===== src/design/lcdb_pkg.sv =====
`default_nettype none
package lcdb_pkg;

   localparam int MaxWidth   = 128;
   localparam int MaxPages   = 8;
   localparam int ColIdxW    = $clog2(MaxWidth);
   localparam int QueueDepth = 4;
   localparam int QPtrW      = $clog2(QueueDepth);
   localparam int QCountW    = $clog2(QueueDepth + 1);
   localparam int CfgIdxW    = 3;
   localparam int CfgDataW   = 8;

   localparam logic [7:0] CMD_COL_HI = 8'h10;
   localparam logic [7:0] CMD_PAGE   = 8'hB0;

   typedef enum logic [CfgIdxW-1:0] {
      CFG_X_COLUMN     = 3'd0,
      CFG_Y_ROW        = 3'd1,
      CFG_WIDTH_COLS   = 3'd2,
      CFG_HEIGHT_PAGES = 3'd3,
      CFG_PAGE_BANK    = 3'd4
   } cfg_index_type;

   // One queued column: optional page header plus the two display bytes.
   typedef struct packed {
      logic       hdr;
      logic [7:0] col_hi;
      logic [7:0] col_lo;
      logic [7:0] page;
      logic [7:0] data_lo;
      logic [7:0] data_hi;
      logic       done;
   } blit_op_type;

endpackage
`default_nettype wire


===== src/design/lcdb_front.sv =====
`default_nettype none
module lcdb_front (
   input  wire logic                             clock,
   input  wire logic                             reset,
   input  wire logic                             req_valid,
   output logic                                  req_ready,
   input  wire logic [7:0]                       req_plane_lo,
   input  wire logic [7:0]                       req_plane_hi,
   input  wire logic                             csr_valid,
   output logic                                  csr_ready,
   input  wire logic [lcdb_pkg::CfgIdxW-1:0]     csr_index,
   input  wire logic [lcdb_pkg::CfgDataW-1:0]    csr_data,
   output logic                                  push_valid,
   input  wire logic                             push_ready,
   output lcdb_pkg::blit_op_type                 push_op
);
   import lcdb_pkg::*;

   logic [6:0] x_column_ff;
   logic [5:0] y_row_ff;
   logic [7:0] width_cols_ff;
   logic [3:0] height_pages_ff;
   logic       page_bank_ff;

   logic [3:0] page_count_ff, page_count_in;
   logic [7:0] column_count_ff, column_count_in;

   logic [15:0] carry_mem [MaxWidth];
   logic [15:0] carry_rd_ff;

   logic       s1_valid_ff, s1_valid_in;
   logic       s1_hdr_ff, s1_first_ff, s1_last_ff, s1_done_ff;
   logic [7:0] s1_col_hi_ff, s1_col_lo_ff, s1_page_ff, s1_lo_ff, s1_hi_ff;
   logic [2:0] s1_sh_ff;

   logic              accept, push;
   logic [7:0]        w_eff;
   logic [3:0]        h_eff, total;
   logic [2:0]        sh;
   logic              col_last, page_last;
   logic [ColIdxW-1:0] col_idx;
   logic [3:0]        page_num;
   logic              keep_in, keep_prev;
   logic [7:0]        in_lo, in_hi, prev_lo, prev_hi;
   logic [15:0]       wide_lo, wide_hi;

   assign csr_ready = 1'b1;

   always_ff @(posedge clock) begin
      if (reset) begin
         x_column_ff     <= '0;
         y_row_ff        <= '0;
         width_cols_ff   <= 8'd1;
         height_pages_ff <= 4'd1;
         page_bank_ff    <= 1'b0;
      end else if (csr_valid) begin
         case (csr_index)
            CFG_X_COLUMN:     x_column_ff     <= csr_data[6:0];
            CFG_Y_ROW:        y_row_ff        <= csr_data[5:0];
            CFG_WIDTH_COLS:   width_cols_ff   <= csr_data[7:0];
            CFG_HEIGHT_PAGES: height_pages_ff <= csr_data[3:0];
            CFG_PAGE_BANK:    page_bank_ff    <= csr_data[0];
            default: ;
         endcase
      end
   end

   assign push      = s1_valid_ff && push_ready;
   assign req_ready = !s1_valid_ff || push_ready;
   assign accept    = req_valid && req_ready;

   always_comb begin
      if (width_cols_ff == 8'd0) begin
         w_eff = 8'd1;
      end else if (width_cols_ff > 8'(MaxWidth)) begin
         w_eff = 8'(MaxWidth);
      end else begin
         w_eff = width_cols_ff;
      end
      if (height_pages_ff == 4'd0) begin
         h_eff = 4'd1;
      end else if (height_pages_ff > 4'(MaxPages)) begin
         h_eff = 4'(MaxPages);
      end else begin
         h_eff = height_pages_ff;
      end
      sh        = y_row_ff[2:0];
      total     = h_eff + {3'b0, (sh != 3'd0)};
      col_last  = ({1'b0, column_count_ff} + 9'd1) >= {1'b0, w_eff};
      page_last = ({1'b0, page_count_ff} + 5'd1) >= {1'b0, total};
      if (column_count_ff >= 8'(MaxWidth)) begin
         col_idx = ColIdxW'(MaxWidth - 1);
      end else begin
         col_idx = column_count_ff[ColIdxW-1:0];
      end
      page_num = {1'b0, y_row_ff[5:3]} + page_count_ff + {page_bank_ff, 3'b000};
   end

   always_comb begin
      page_count_in   = page_count_ff;
      column_count_in = column_count_ff;
      if (accept) begin
         if (col_last && page_last) begin
            page_count_in   = '0;
            column_count_in = '0;
         end else if (col_last) begin
            page_count_in   = page_count_ff + 4'd1;
            column_count_in = '0;
         end else begin
            column_count_in = column_count_ff + 8'd1;
         end
      end
   end

   always_comb begin
      s1_valid_in = s1_valid_ff;
      if (accept) begin
         s1_valid_in = 1'b1;
      end else if (push) begin
         s1_valid_in = 1'b0;
      end
   end

   always_ff @(posedge clock) begin
      if (reset) begin
         page_count_ff   <= '0;
         column_count_ff <= '0;
         s1_valid_ff     <= 1'b0;
      end else begin
         page_count_ff   <= page_count_in;
         column_count_ff <= column_count_in;
         s1_valid_ff     <= s1_valid_in;
      end
   end

   // Read returns the entry as it was before this request's write.
   always_ff @(posedge clock) begin
      if (accept) begin
         carry_rd_ff       <= carry_mem[col_idx];
         carry_mem[col_idx] <= {req_plane_hi, req_plane_lo};
      end
   end

   always_ff @(posedge clock) begin
      if (accept) begin
         s1_hdr_ff    <= (column_count_ff == 8'd0);
         s1_col_hi_ff <= CMD_COL_HI | {5'b0, x_column_ff[6:4]};
         s1_col_lo_ff <= {4'b0, x_column_ff[3:0]};
         s1_page_ff   <= CMD_PAGE | {4'b0, page_num};
         s1_lo_ff     <= req_plane_lo;
         s1_hi_ff     <= req_plane_hi;
         s1_sh_ff     <= sh;
         s1_first_ff  <= (page_count_ff == 4'd0);
         s1_last_ff   <= page_last;
         s1_done_ff   <= col_last && page_last;
      end
   end

   // Shifting {new, carried} left by the row offset leaves the merged byte on top.
   always_comb begin
      keep_prev = !s1_first_ff && (s1_sh_ff != 3'd0);
      keep_in   = s1_first_ff || !s1_last_ff || (s1_sh_ff == 3'd0);
      in_lo     = keep_in ? s1_lo_ff : 8'd0;
      in_hi     = keep_in ? s1_hi_ff : 8'd0;
      prev_lo   = keep_prev ? carry_rd_ff[7:0] : 8'd0;
      prev_hi   = keep_prev ? carry_rd_ff[15:8] : 8'd0;
      wide_lo   = {in_lo, prev_lo} << s1_sh_ff;
      wide_hi   = {in_hi, prev_hi} << s1_sh_ff;
      push_op.hdr     = s1_hdr_ff;
      push_op.col_hi  = s1_col_hi_ff;
      push_op.col_lo  = s1_col_lo_ff;
      push_op.page    = s1_page_ff;
      push_op.data_lo = wide_lo[15:8];
      push_op.data_hi = wide_hi[15:8];
      push_op.done    = s1_done_ff;
   end

   assign push_valid = s1_valid_ff;

endmodule
`default_nettype wire


===== src/design/lcdb_queue.sv =====
`default_nettype none
module lcdb_queue (
   input  wire logic                  clock,
   input  wire logic                  reset,
   input  wire logic                  push_valid,
   output logic                       push_ready,
   input  wire lcdb_pkg::blit_op_type push_op,
   output logic                       pop_valid,
   input  wire logic                  pop,
   output lcdb_pkg::blit_op_type      pop_op
);
   import lcdb_pkg::*;

   blit_op_type        entry_ff [QueueDepth];
   logic [QPtrW-1:0]   wr_ptr_ff, wr_ptr_in;
   logic [QPtrW-1:0]   rd_ptr_ff, rd_ptr_in;
   logic [QCountW-1:0] count_ff, count_in;
   logic               do_push, do_pop;

   assign push_ready = (count_ff != QCountW'(QueueDepth));
   assign pop_valid  = (count_ff != '0);
   assign do_push    = push_valid && push_ready;
   assign do_pop     = pop && pop_valid;
   assign pop_op     = entry_ff[rd_ptr_ff];

   always_comb begin
      wr_ptr_in = do_push ? wr_ptr_ff + QPtrW'(1) : wr_ptr_ff;
      rd_ptr_in = do_pop ? rd_ptr_ff + QPtrW'(1) : rd_ptr_ff;
      count_in  = count_ff;
      if (do_push && !do_pop) begin
         count_in = count_ff + QCountW'(1);
      end else if (do_pop && !do_push) begin
         count_in = count_ff - QCountW'(1);
      end
   end

   always_ff @(posedge clock) begin
      if (reset) begin
         wr_ptr_ff <= '0;
         rd_ptr_ff <= '0;
         count_ff  <= '0;
      end else begin
         wr_ptr_ff <= wr_ptr_in;
         rd_ptr_ff <= rd_ptr_in;
         count_ff  <= count_in;
      end
   end

   always_ff @(posedge clock) begin
      if (do_push) begin
         entry_ff[wr_ptr_ff] <= push_op;
      end
   end

endmodule
`default_nettype wire


===== src/design/lcdb_back.sv =====
`default_nettype none
module lcdb_back (
   input  wire logic                  clock,
   input  wire logic                  reset,
   input  wire logic                  pop_valid,
   output logic                       pop,
   input  wire lcdb_pkg::blit_op_type pop_op,
   output logic                       rsp_valid,
   input  wire logic                  rsp_ready,
   output logic [7:0]                 rsp_out_byte,
   output logic                       rsp_is_data,
   output logic                       rsp_run_last,
   output logic                       rsp_blit_done
);
   import lcdb_pkg::*;

   typedef enum logic [4:0] {
      S_CMD_HI   = 5'b00001,
      S_CMD_LO   = 5'b00010,
      S_CMD_PAGE = 5'b00100,
      S_DATA_LO  = 5'b01000,
      S_DATA_HI  = 5'b10000
   } step_type;

   step_type   state_ff, state_in, cur;
   logic       load;
   logic       rsp_valid_ff, rsp_valid_in;
   logic [7:0] byte_in;
   logic       is_data_in, last_in;
   logic [7:0] out_byte_ff;
   logic       is_data_ff, run_last_ff, blit_done_ff;

   assign load = pop_valid && (!rsp_valid_ff || rsp_ready);

   // A column without a page header starts directly at its data bytes.
   always_comb begin
      cur = state_ff;
      if (state_ff == S_CMD_HI && !pop_op.hdr) begin
         cur = S_DATA_LO;
      end
   end

   always_comb begin
      byte_in    = pop_op.data_hi;
      is_data_in = 1'b1;
      last_in    = 1'b0;
      state_in   = state_ff;
      case (cur)
         S_CMD_HI: begin
            byte_in    = pop_op.col_hi;
            is_data_in = 1'b0;
            state_in   = S_CMD_LO;
         end
         S_CMD_LO: begin
            byte_in    = pop_op.col_lo;
            is_data_in = 1'b0;
            state_in   = S_CMD_PAGE;
         end
         S_CMD_PAGE: begin
            byte_in    = pop_op.page;
            is_data_in = 1'b0;
            state_in   = S_DATA_LO;
         end
         S_DATA_LO: begin
            byte_in  = pop_op.data_lo;
            state_in = S_DATA_HI;
         end
         S_DATA_HI: begin
            byte_in  = pop_op.data_hi;
            last_in  = 1'b1;
            state_in = S_CMD_HI;
         end
         default: begin
            state_in = S_CMD_HI;
         end
      endcase
   end

   assign pop = load && last_in;

   always_comb begin
      rsp_valid_in = rsp_valid_ff;
      if (load) begin
         rsp_valid_in = 1'b1;
      end else if (rsp_ready) begin
         rsp_valid_in = 1'b0;
      end
   end

   always_ff @(posedge clock) begin
      if (reset) begin
         state_ff     <= S_CMD_HI;
         rsp_valid_ff <= 1'b0;
      end else begin
         rsp_valid_ff <= rsp_valid_in;
         if (load) begin
            state_ff <= state_in;
         end
      end
   end

   always_ff @(posedge clock) begin
      if (load) begin
         out_byte_ff  <= byte_in;
         is_data_ff   <= is_data_in;
         run_last_ff  <= last_in;
         blit_done_ff <= last_in && pop_op.done;
      end
   end

   assign rsp_valid     = rsp_valid_ff;
   assign rsp_out_byte  = out_byte_ff;
   assign rsp_is_data   = is_data_ff;
   assign rsp_run_last  = run_last_ff;
   assign rsp_blit_done = blit_done_ff;

endmodule
`default_nettype wire


===== src/design/page_lcd_blit_with_row_shift_top.sv =====
// Page-addressed LCD blit for a 2-bit-per-pixel sprite.
// The req_ channel takes one sprite column per request (two plane bytes), page
// by page; when the start row is not page aligned, one extra trailing page of
// dummy requests flushes the carried bits. The rsp_ channel gives one byte per
// response: a three-byte page header (column high, column low, page) before the
// first column of each page, then two data bytes per column.
// The csr_ channel writes the five setup registers; write only while idle.
// An accepted request passes the line store read and stage register, the queue
// and the output register before its first byte appears.
// A column gives two output bytes, five when it carries a page header, so the
// output register's one byte per cycle, while the receiver is ready, sets the
// sustained request rate. A four-entry queue between the column front end
// and the byte sequencer absorbs headers and short receiver stalls; when the
// receiver stalls longer the queue fills and req_ready drops.
// Reset clears the counters, the queue and the setup registers; the line store
// needs no clearing because each page writes its columns before the next reads.
`default_nettype none
module page_lcd_blit_with_row_shift_top (
   input  wire logic                          clock,
   input  wire logic                          reset,
   input  wire logic                          req_valid,
   output logic                               req_ready,
   input  wire logic [7:0]                    req_plane_lo,
   input  wire logic [7:0]                    req_plane_hi,
   output logic                               rsp_valid,
   input  wire logic                          rsp_ready,
   output logic [7:0]                         rsp_out_byte,
   output logic                               rsp_is_data,
   output logic                               rsp_run_last,
   output logic                               rsp_blit_done,
   input  wire logic                          csr_valid,
   output logic                               csr_ready,
   input  wire logic [lcdb_pkg::CfgIdxW-1:0]  csr_index,
   input  wire logic [lcdb_pkg::CfgDataW-1:0] csr_data
);
   import lcdb_pkg::*;

   logic        push_valid, push_ready, pop_valid, pop;
   blit_op_type push_op, pop_op;

   lcdb_front u_front (
      .clock        (clock),
      .reset        (reset),
      .req_valid    (req_valid),
      .req_ready    (req_ready),
      .req_plane_lo (req_plane_lo),
      .req_plane_hi (req_plane_hi),
      .csr_valid    (csr_valid),
      .csr_ready    (csr_ready),
      .csr_index    (csr_index),
      .csr_data     (csr_data),
      .push_valid   (push_valid),
      .push_ready   (push_ready),
      .push_op      (push_op)
   );

   lcdb_queue u_queue (
      .clock      (clock),
      .reset      (reset),
      .push_valid (push_valid),
      .push_ready (push_ready),
      .push_op    (push_op),
      .pop_valid  (pop_valid),
      .pop        (pop),
      .pop_op     (pop_op)
   );

   lcdb_back u_back (
      .clock         (clock),
      .reset         (reset),
      .pop_valid     (pop_valid),
      .pop           (pop),
      .pop_op        (pop_op),
      .rsp_valid     (rsp_valid),
      .rsp_ready     (rsp_ready),
      .rsp_out_byte  (rsp_out_byte),
      .rsp_is_data   (rsp_is_data),
      .rsp_run_last  (rsp_run_last),
      .rsp_blit_done (rsp_blit_done)
   );

endmodule
`default_nettype wire


===== config.mk =====
export PLATFORM = sky130hd
export DESIGN_NAME = page_lcd_blit_with_row_shift_top
export DESIGN_NICKNAME = d
export VERILOG_FILES = /design/src/design/lcdb_pkg.sv /design/src/design/lcdb_front.sv /design/src/design/lcdb_queue.sv /design/src/design/lcdb_back.sv /design/src/design/page_lcd_blit_with_row_shift_top.sv
export SDC_FILE = /design/constraint.sdc
export NUM_CORES = 2
export LEC_CHECK = 0
export BUFFER_PORTS_ARGS = -buffer_cell sky130_fd_sc_hd__buf_4
export CAP_MARGIN = 40
export CORE_MARGIN = 5
export CORE_UTILIZATION = 28
export CTS_CLUSTER_DIAMETER = 50
export DETAILED_ROUTE_END_ITERATION = 10
export GPL_ROUTABILITY_DRIVEN = 1
export HOLD_SLACK_MARGIN = 0.03
export SYNTH_ARGS = -nofsm -noshare
export SYNTH_HDL_FRONTEND = slang
export SYNTH_SLANG_ARGS = --single-unit

===== constraint.sdc =====
create_clock -name clock -period 4.94 [get_ports clock]
set_clock_uncertainty 0.15 [all_clocks]
set_input_delay 1.235 -clock clock [delete_from_list [all_inputs] [get_ports clock]]
set_output_delay 1.235 -clock clock [all_outputs]
set_load 0.02 [all_outputs]

* Word level (Yosys, flattened, before mapping) *
Memories as Yosys holds them, arrays and structs flattened. A register that Yosys moved wholly into a read port is not among the register bits.
Cells that the tools add are included.

word-level totals
  register bits after elaboration = 97
  memory bits (writable) = 2164
  bits of input ports = 32
  output and inout port bits = 14
  logic and storage cells = 130
  memories = 2

cells by class
  add/sub/neg operators = 11
  $lt $le $gt $ge = 5
  equal/unequal tests = 11
  shift operators = 2
  mux-type cells = 30
  reductions and logical operators = 42

memory list
  name               depth  width  rd ports  clocked after Yosys merged registers in  write ports  RTL line          RTL
  u_front.carry_mem  128    16     1         1                                        1            lcdb_front.sv:28  logic [15:0] carry_mem [MaxWidth];
  u_queue.entry_ff   4      29     1         1                                        1            lcdb_queue.sv:14  blit_op_type entry_ff [QueueDepth];

operator list
  cell                                                                    number
  8-bit two-way mux                                                       8
  8-bit case mux with 4 select lines                                      1
  16-bit by 3-bit << shifter with 16-bit output                           2
  5-bit case mux with 4 select lines                                      1
  8-bit logical NOT                                                       2
  4-bit two-way mux                                                       4
  2-bit AND reduction                                                     6
  1-bit logical AND                                                       11
  5-bit by 1-bit equality test with 1-bit output (second input constant)  2
  1-bit two-way mux                                                       10
  8-bit by 1-bit adder with 9-bit output (second input constant)          1
  9-bit by 8-bit >= comparator with 1-bit output                          1
  3-bit nonzero test                                                      3
  8-bit by 1-bit adder with 8-bit output (second input constant)          1
  8-bit >= comparator (second input constant)                             1
  8-bit > comparator (second input constant)                              1
  4-bit logical NOT                                                       2
  2-bit nonzero test                                                      4
  1-bit logical NOT                                                       7
  7-bit two-way mux                                                       1
  3-bit by 2-bit equality test with 1-bit output (second input constant)  2
  3-bit logical NOT                                                       2
  3-bit two-way mux                                                       2
  4-bit by 1-bit adder with 5-bit output (second input constant)          1
  other kinds (20)                                                        25

* Longest topological paths before layout *
  word-level depth = 10
  depth in mapped cells = 15
  mapped depth without buffers = 14

* Modules after synthesis *
From an unflattened synthesis, not the netlist that was laid out.

second synthesis, totals
  cells, all modules = 4869
  area total of the unflattened synthesis = 81747.2 µm²

modules (own cells, without submodules)
  module      times used  cells each  area each (µm²)  seq. area each (µm²)
  lcdb_front  1           4501        74158.6          56033.7
  lcdb_queue  1           268         6578.8           5225.0
  lcdb_back   1           100         1009.7           450.4

* Least setup slack after synthesis *
OpenSTA, ideal clock, no wires.

  kind = input port to flip-flop
  start point = in req_valid
  end point = mem u_front.carry_mem[103][10] (enable)
  arrival = 4.380 ns
  path slack = 0.025 ns
  stages on the path = 6
  buffers on the path = 2
  cell sequence = nand2_1 > clkinv_1 > clkbuf_1 > nand2_1 > clkbuf_1 > nor2_1

on the way
  cells in the longest elaborated chain, start to end = 3

ends and longest elaborated chain
  item                                     RTL line                                RTL
  from (decl)                              page_lcd_blit_with_row_shift_top.sv:21  input wire logic req_valid,
  1-bit logical AND                        lcdb_front.sv:70                        assign accept = req_valid && req_ready;
  net u_front.accept                       lcdb_front.sv:36                        logic accept, push;
  1-bit two-way mux                        lcdb_front.sv:138                       if (accept) begin
  1-bit two-way mux (not written as such)  lcdb_front.sv:140                       carry_mem[col_idx] <= {req_plane_hi, req_plane_lo};
  to (decl)                                lcdb_front.sv:28

The timed path passes the listed nets, and every way through them passes these cells.

* Final worst setup path *
  start point = reg u_front.column_count_ff[1]
  end point = reg u_front.carry_rd_ff[15], read port of u_front.carry_mem, data pin

on the way
  cells in the longest elaborated chain, start to end = 2

ends and longest elaborated chain
  item                    RTL line           RTL
  from (decl)             lcdb_front.sv:26   logic [7:0] column_count_ff, column_count_in;
  from (signal assigned)  lcdb_front.sv:131  column_count_ff <= column_count_in;
  8-bit >= comparator     lcdb_front.sv:91   if (column_count_ff >= 8'(MaxWidth)) begin
  7-bit two-way mux *     lcdb_front.sv:91
  to (decl)               lcdb_front.sv:29   logic [15:0] carry_rd_ff;

Every way passes the cells marked *; elsewhere a longest branch is shown, timed or not.
A chain may end at the register's enable or synchronous reset.

==> results <==
- Setup repair after global routing left no endpoint under its margin.
- The minimum clock period after layout is 4580 ps.
- The mean instance size in the synthesized netlist is 17.1 sq um.
- Of all nets on the critical path, the largest fanout is 33.
- In the post-synthesis netlist, the biggest area contributors are sky130_fd_sc_hd__edfxtp_1 (75%), sky130_fd_sc_hd__mux2i_1 (3.5%), sky130_fd_sc_hd__mux4_2 (2.4%).
- The arrival time of data at the critical path endpoint is 4940 ps.
- In the global route stage, met2 resource usage came out at 27.0%.
- Walking the worst path, the cells encountered are nor2b_4 > buf_12 > a221oi_1 > o21ai_0 > a32oi_1 > or2_2 > o311a_1 > o22ai_1.
- IR analysis of the VDD net gives a maximum drop of 309 uV.
- The final layout contains routed wiring with a total length of 281 mm.
- The cts-stage hold buffer count is 0.
- The root buffer cell chosen for the clock tree is sky130_fd_sc_hd__clkbuf_16.
- The fraction of final layout cells sized beyond drive strength 1 is 18.3%.
- The post-CTS setup repair buffer count is 0.
- The flow ran to the end, and the final reports show no timing, DRC or antenna violations.
- The via count of the first global-routing pass was 47600.
- The worst-case setup margin in the final layout is 356 ps.
- The leakage power total is 28.8 nW.
- The number of buffers and inverters on the critical path is 1.
- Pin placement for this block handled 46 I/O pins.
- Dividing total power by cell area gives a power density of 395 mW/mm^2.
- Summed over all failing endpoints, the final setup total negative slack is 0 ps.
- The critical path startpoint category is a flip-flop.
- From left edge to right edge, the die measures 542 um.
- The clock insertion delay at the later pin of the skew report is 910 ps.
- Summing every instance area after synthesis gives 0.0792 sq mm.
- Using the TritonRoute via totals, the vias-per-cell ratio works out to 5.64.
- Prior to clock tree synthesis, the placed netlist has a worst setup slack of 647 ps.
- The family with the most delay on the worst path is compound AO/OA/AOI/OAI gates.
- In this run, post-CTS repair resized a total of 0 instances.
- Across all layers, the routed design uses 50100 vias.
- The portion of the clock cycle consumed by the worst path in the final layout is 92.8%.
- Yosys mapped a number of flops with a built-in enable equal to 1967.
- The slew of the pin with the lowest slew margin is 1210 ps.
- The H-tree was split into 4 levels.
- The HPWL reported at the end of detailed placement is 178 mm.
- The design draws 36.7 mW.
- When the netlist entered floorplanning its net count stood at 4700.
- The tightest slew margin relative to the limit is 19.6%.
- The maximum frequency from static timing analysis is 218 MHz.
- The worst setup path is of the flip-flop to flip-flop kind.
- The remaining global-route overflow is 0.
- The overall routing resource usage is 18.4%.
- The relative area change from synthesis to final layout is 17.2%.
- Of all flip-flops after synthesis, the portion carrying an async set or reset was 0%.
- The number of antenna violations at the first check in global routing is 8.
- The required time of the critical path is 5300 ps.
- The region available for standard cell placement spans 0.282 sq mm.
- The count of standard-cell rows is 195.
- Sequential cells were found to cover 76.0% of the synthesized design area.
- The total number of yosys warnings is 0.
- Across the run, the number of max-cap violations was 0.
- The global-route wire length before repair is 386 mm.
- For this run, design rule violations remaining after detail routing come to 0.
- After filler insertion, the fill cell instance count of the layout stands at 26900.
- The number of iterations in the first detailed-routing pass is 9.
- The routed length per instance is 31.7 um.
- The largest single stage delay on the critical path is 790 ps.
- The number of nets in the finished design is 5039.
- The area of the die is 0.293 sq mm.
- The number of buffers added on ports is 44.
- The endpoint kind of the worst setup timing path is a flip-flop.
- TritonCTS built the clock tree.
- The count of antenna-violating nets left after detailed routing is 0.
- The library cell used most frequently in the layout, excluding fill and tap cells, is sky130_fd_sc_hd__edfxtp_1.
- The overall die height is 542 um.
- No sink is reached through more buffers than the 4 on the longest clock path.
- Counting the buffers created by CTS gives 206.
- The detailed router finished its first iteration with 8658 violations.
- The number of hold-slack violations in the final timing report is 0.
- The top cell types in the final layout, fill and taps aside, are sky130_fd_sc_hd__edfxtp_1 (1967), sky130_fd_sc_hd__buf_4 (403), sky130_fd_sc_hd__mux2i_1 (274), sky130_fd_sc_hd__nor2_1 (268), sky130_fd_sc_hd__a22oi_1 (249).
- The met1 usage in global routing is 24.2%.
- The number of endpoints failing setup at the final stage is 0.
- For this configuration, the core starts out at a cell density of 28.1%.
- The flip-flop cell with the highest count after synthesis is sky130_fd_sc_hd__edfxtp_1.
- The share of the synthesized area in the top cell type is 74.6%.
- The congestion estimate from routability-driven global placement came to 1.01.
- The met3 global-route usage is 6.51%.
- The total count of max-transition violations in the final report is 0.
- In this run the most used layer during global routing was met2.
- Entering global routing, the biggest net connects 81 pins.
- The instance count of the mapped netlist is 4640.
- The number of register bits inferred by synthesis is 2021.
- The share of the core filled with cells in the final layout is 32.9%.
- Among all stages on the critical path, the largest delay is contributed by sky130_fd_sc_hd__dfxtp_4.
- The clock-pin slew of the registers on the worst-case setup and hold paths is 60 ps.
- The most area-hungry cell type in the Yosys netlist is sky130_fd_sc_hd__edfxtp_1.
- The path class of the tightest hold or removal check is flip-flop to flip-flop.
- The total clock sinks is 2021.
- The distinct cell type count after synthesis is 83.
## Yosys cell counts (all sizes together) (85+ instances only)
library cell / instances
nand2: 181
a22o: 95
a221oi: 85
a21oi: 180
mux4: 85
o22ai: 95
clkbuf: 159
buf: 163
edfxtp: 1967
mux2i: 274
nor2: 277
o21ai: 123
a22oi: 249
## logic make-up (layout without fill, tap and decap cells)
logic type	count (synthesis)	in the layout	share of synthesized area, %
muxes	436	436	6.98
other	1	5	0.00474
buffers and inverters	347	836	2.00
AOI/OAI and AO/OA	1155	1155	10.8
xor gates and xnor gates	22	22	0.243
DFF	2021	2021	76.0
and+or+nand+nor	630	630	3.56
adders and majority gates	28	28	0.462
## area by class of cell
class	count	area, sq um	area share, %
repair buffers	453	3950	4.26
multi-input cells	2272	17600	19.0
diodes	4	10.0	0.0108
well taps	3743	4680	5.05
clock inverters	93	779	0.841
clock buffers	265	5420	5.84
flip-flops and latches	2021	60200	64.9
inverters	25	93.8	0.101
## where the power goes
part,internal [mW],leakage (nW),total (mW),switching (mW)
Sequential,19.0,18.2,19.1,0.124
Clock,8.16,3.01,14.8,6.60
Combinational,0.816,7.63,2.81,1.99
## sequential cells by signal, indices dropped and copies added, names as in the netlist, 2 cells and up, named ones only
register,flops
u_back.rsp_out_byte,8
u_back.state_ff,5
u_front.carry_mem,1792
u_front.carry_rd_ff,14
u_front.column_count_ff,8
u_front.height_pages_ff,4
u_front.page_count_ff,4
u_front.s1_col_hi_ff,3
u_front.s1_col_lo_ff,4
u_front.s1_hi_ff,8
u_front.s1_lo_ff,8
u_front.s1_page_ff,4
u_front.s1_sh_ff,3
u_front.width_cols_ff,8
u_front.x_column_ff,7
u_front.y_row_ff,6
u_queue.count_ff,3
u_queue.entry_ff,116
u_queue.rd_ptr_ff,2
u_queue.wr_ptr_ff,2
## final timing paths
path	from	to	slack [ps]	cells past startpoint
worst max-delay path	u_front.column_count_ff[1]$_SDFFE_PP0P_	u_front.carry_rd_ff[15]$_DFFE_PP_	360	8
worst min-delay path	u_front.x_column_ff[0]$_SDFFE_PP0P_	u_front.s1_col_lo_ff[0]$_DFFE_PP_	280	0
worst max register to register	u_front.column_count_ff[1]$_SDFFE_PP0P_	u_front.carry_rd_ff[15]$_DFFE_PP_	360	8
worst min register to register	u_front.x_column_ff[0]$_SDFFE_PP0P_	u_front.s1_col_lo_ff[0]$_DFFE_PP_	280	0
## layer usage
metal | share of wire, % | vias up
met5 | 0.014 | -
met4 | 5.9 | 6
met3 | 14 | 859
met2 | 43 | 4052
met1 | 37 | 25500
li1 | - | 19700
## per-stage QoR
stage	std cells	hold slack (ps)	instance area, sq um
after global routing	8872	288	92700
after floorplan	4640	258	79200
final	8876	280	92700
after detailed placement	8511	266	86500
after CTS	8869	282	92700
after global placement	8490	264	86200
No activity file was read; power rests on OpenSTA's default activity.
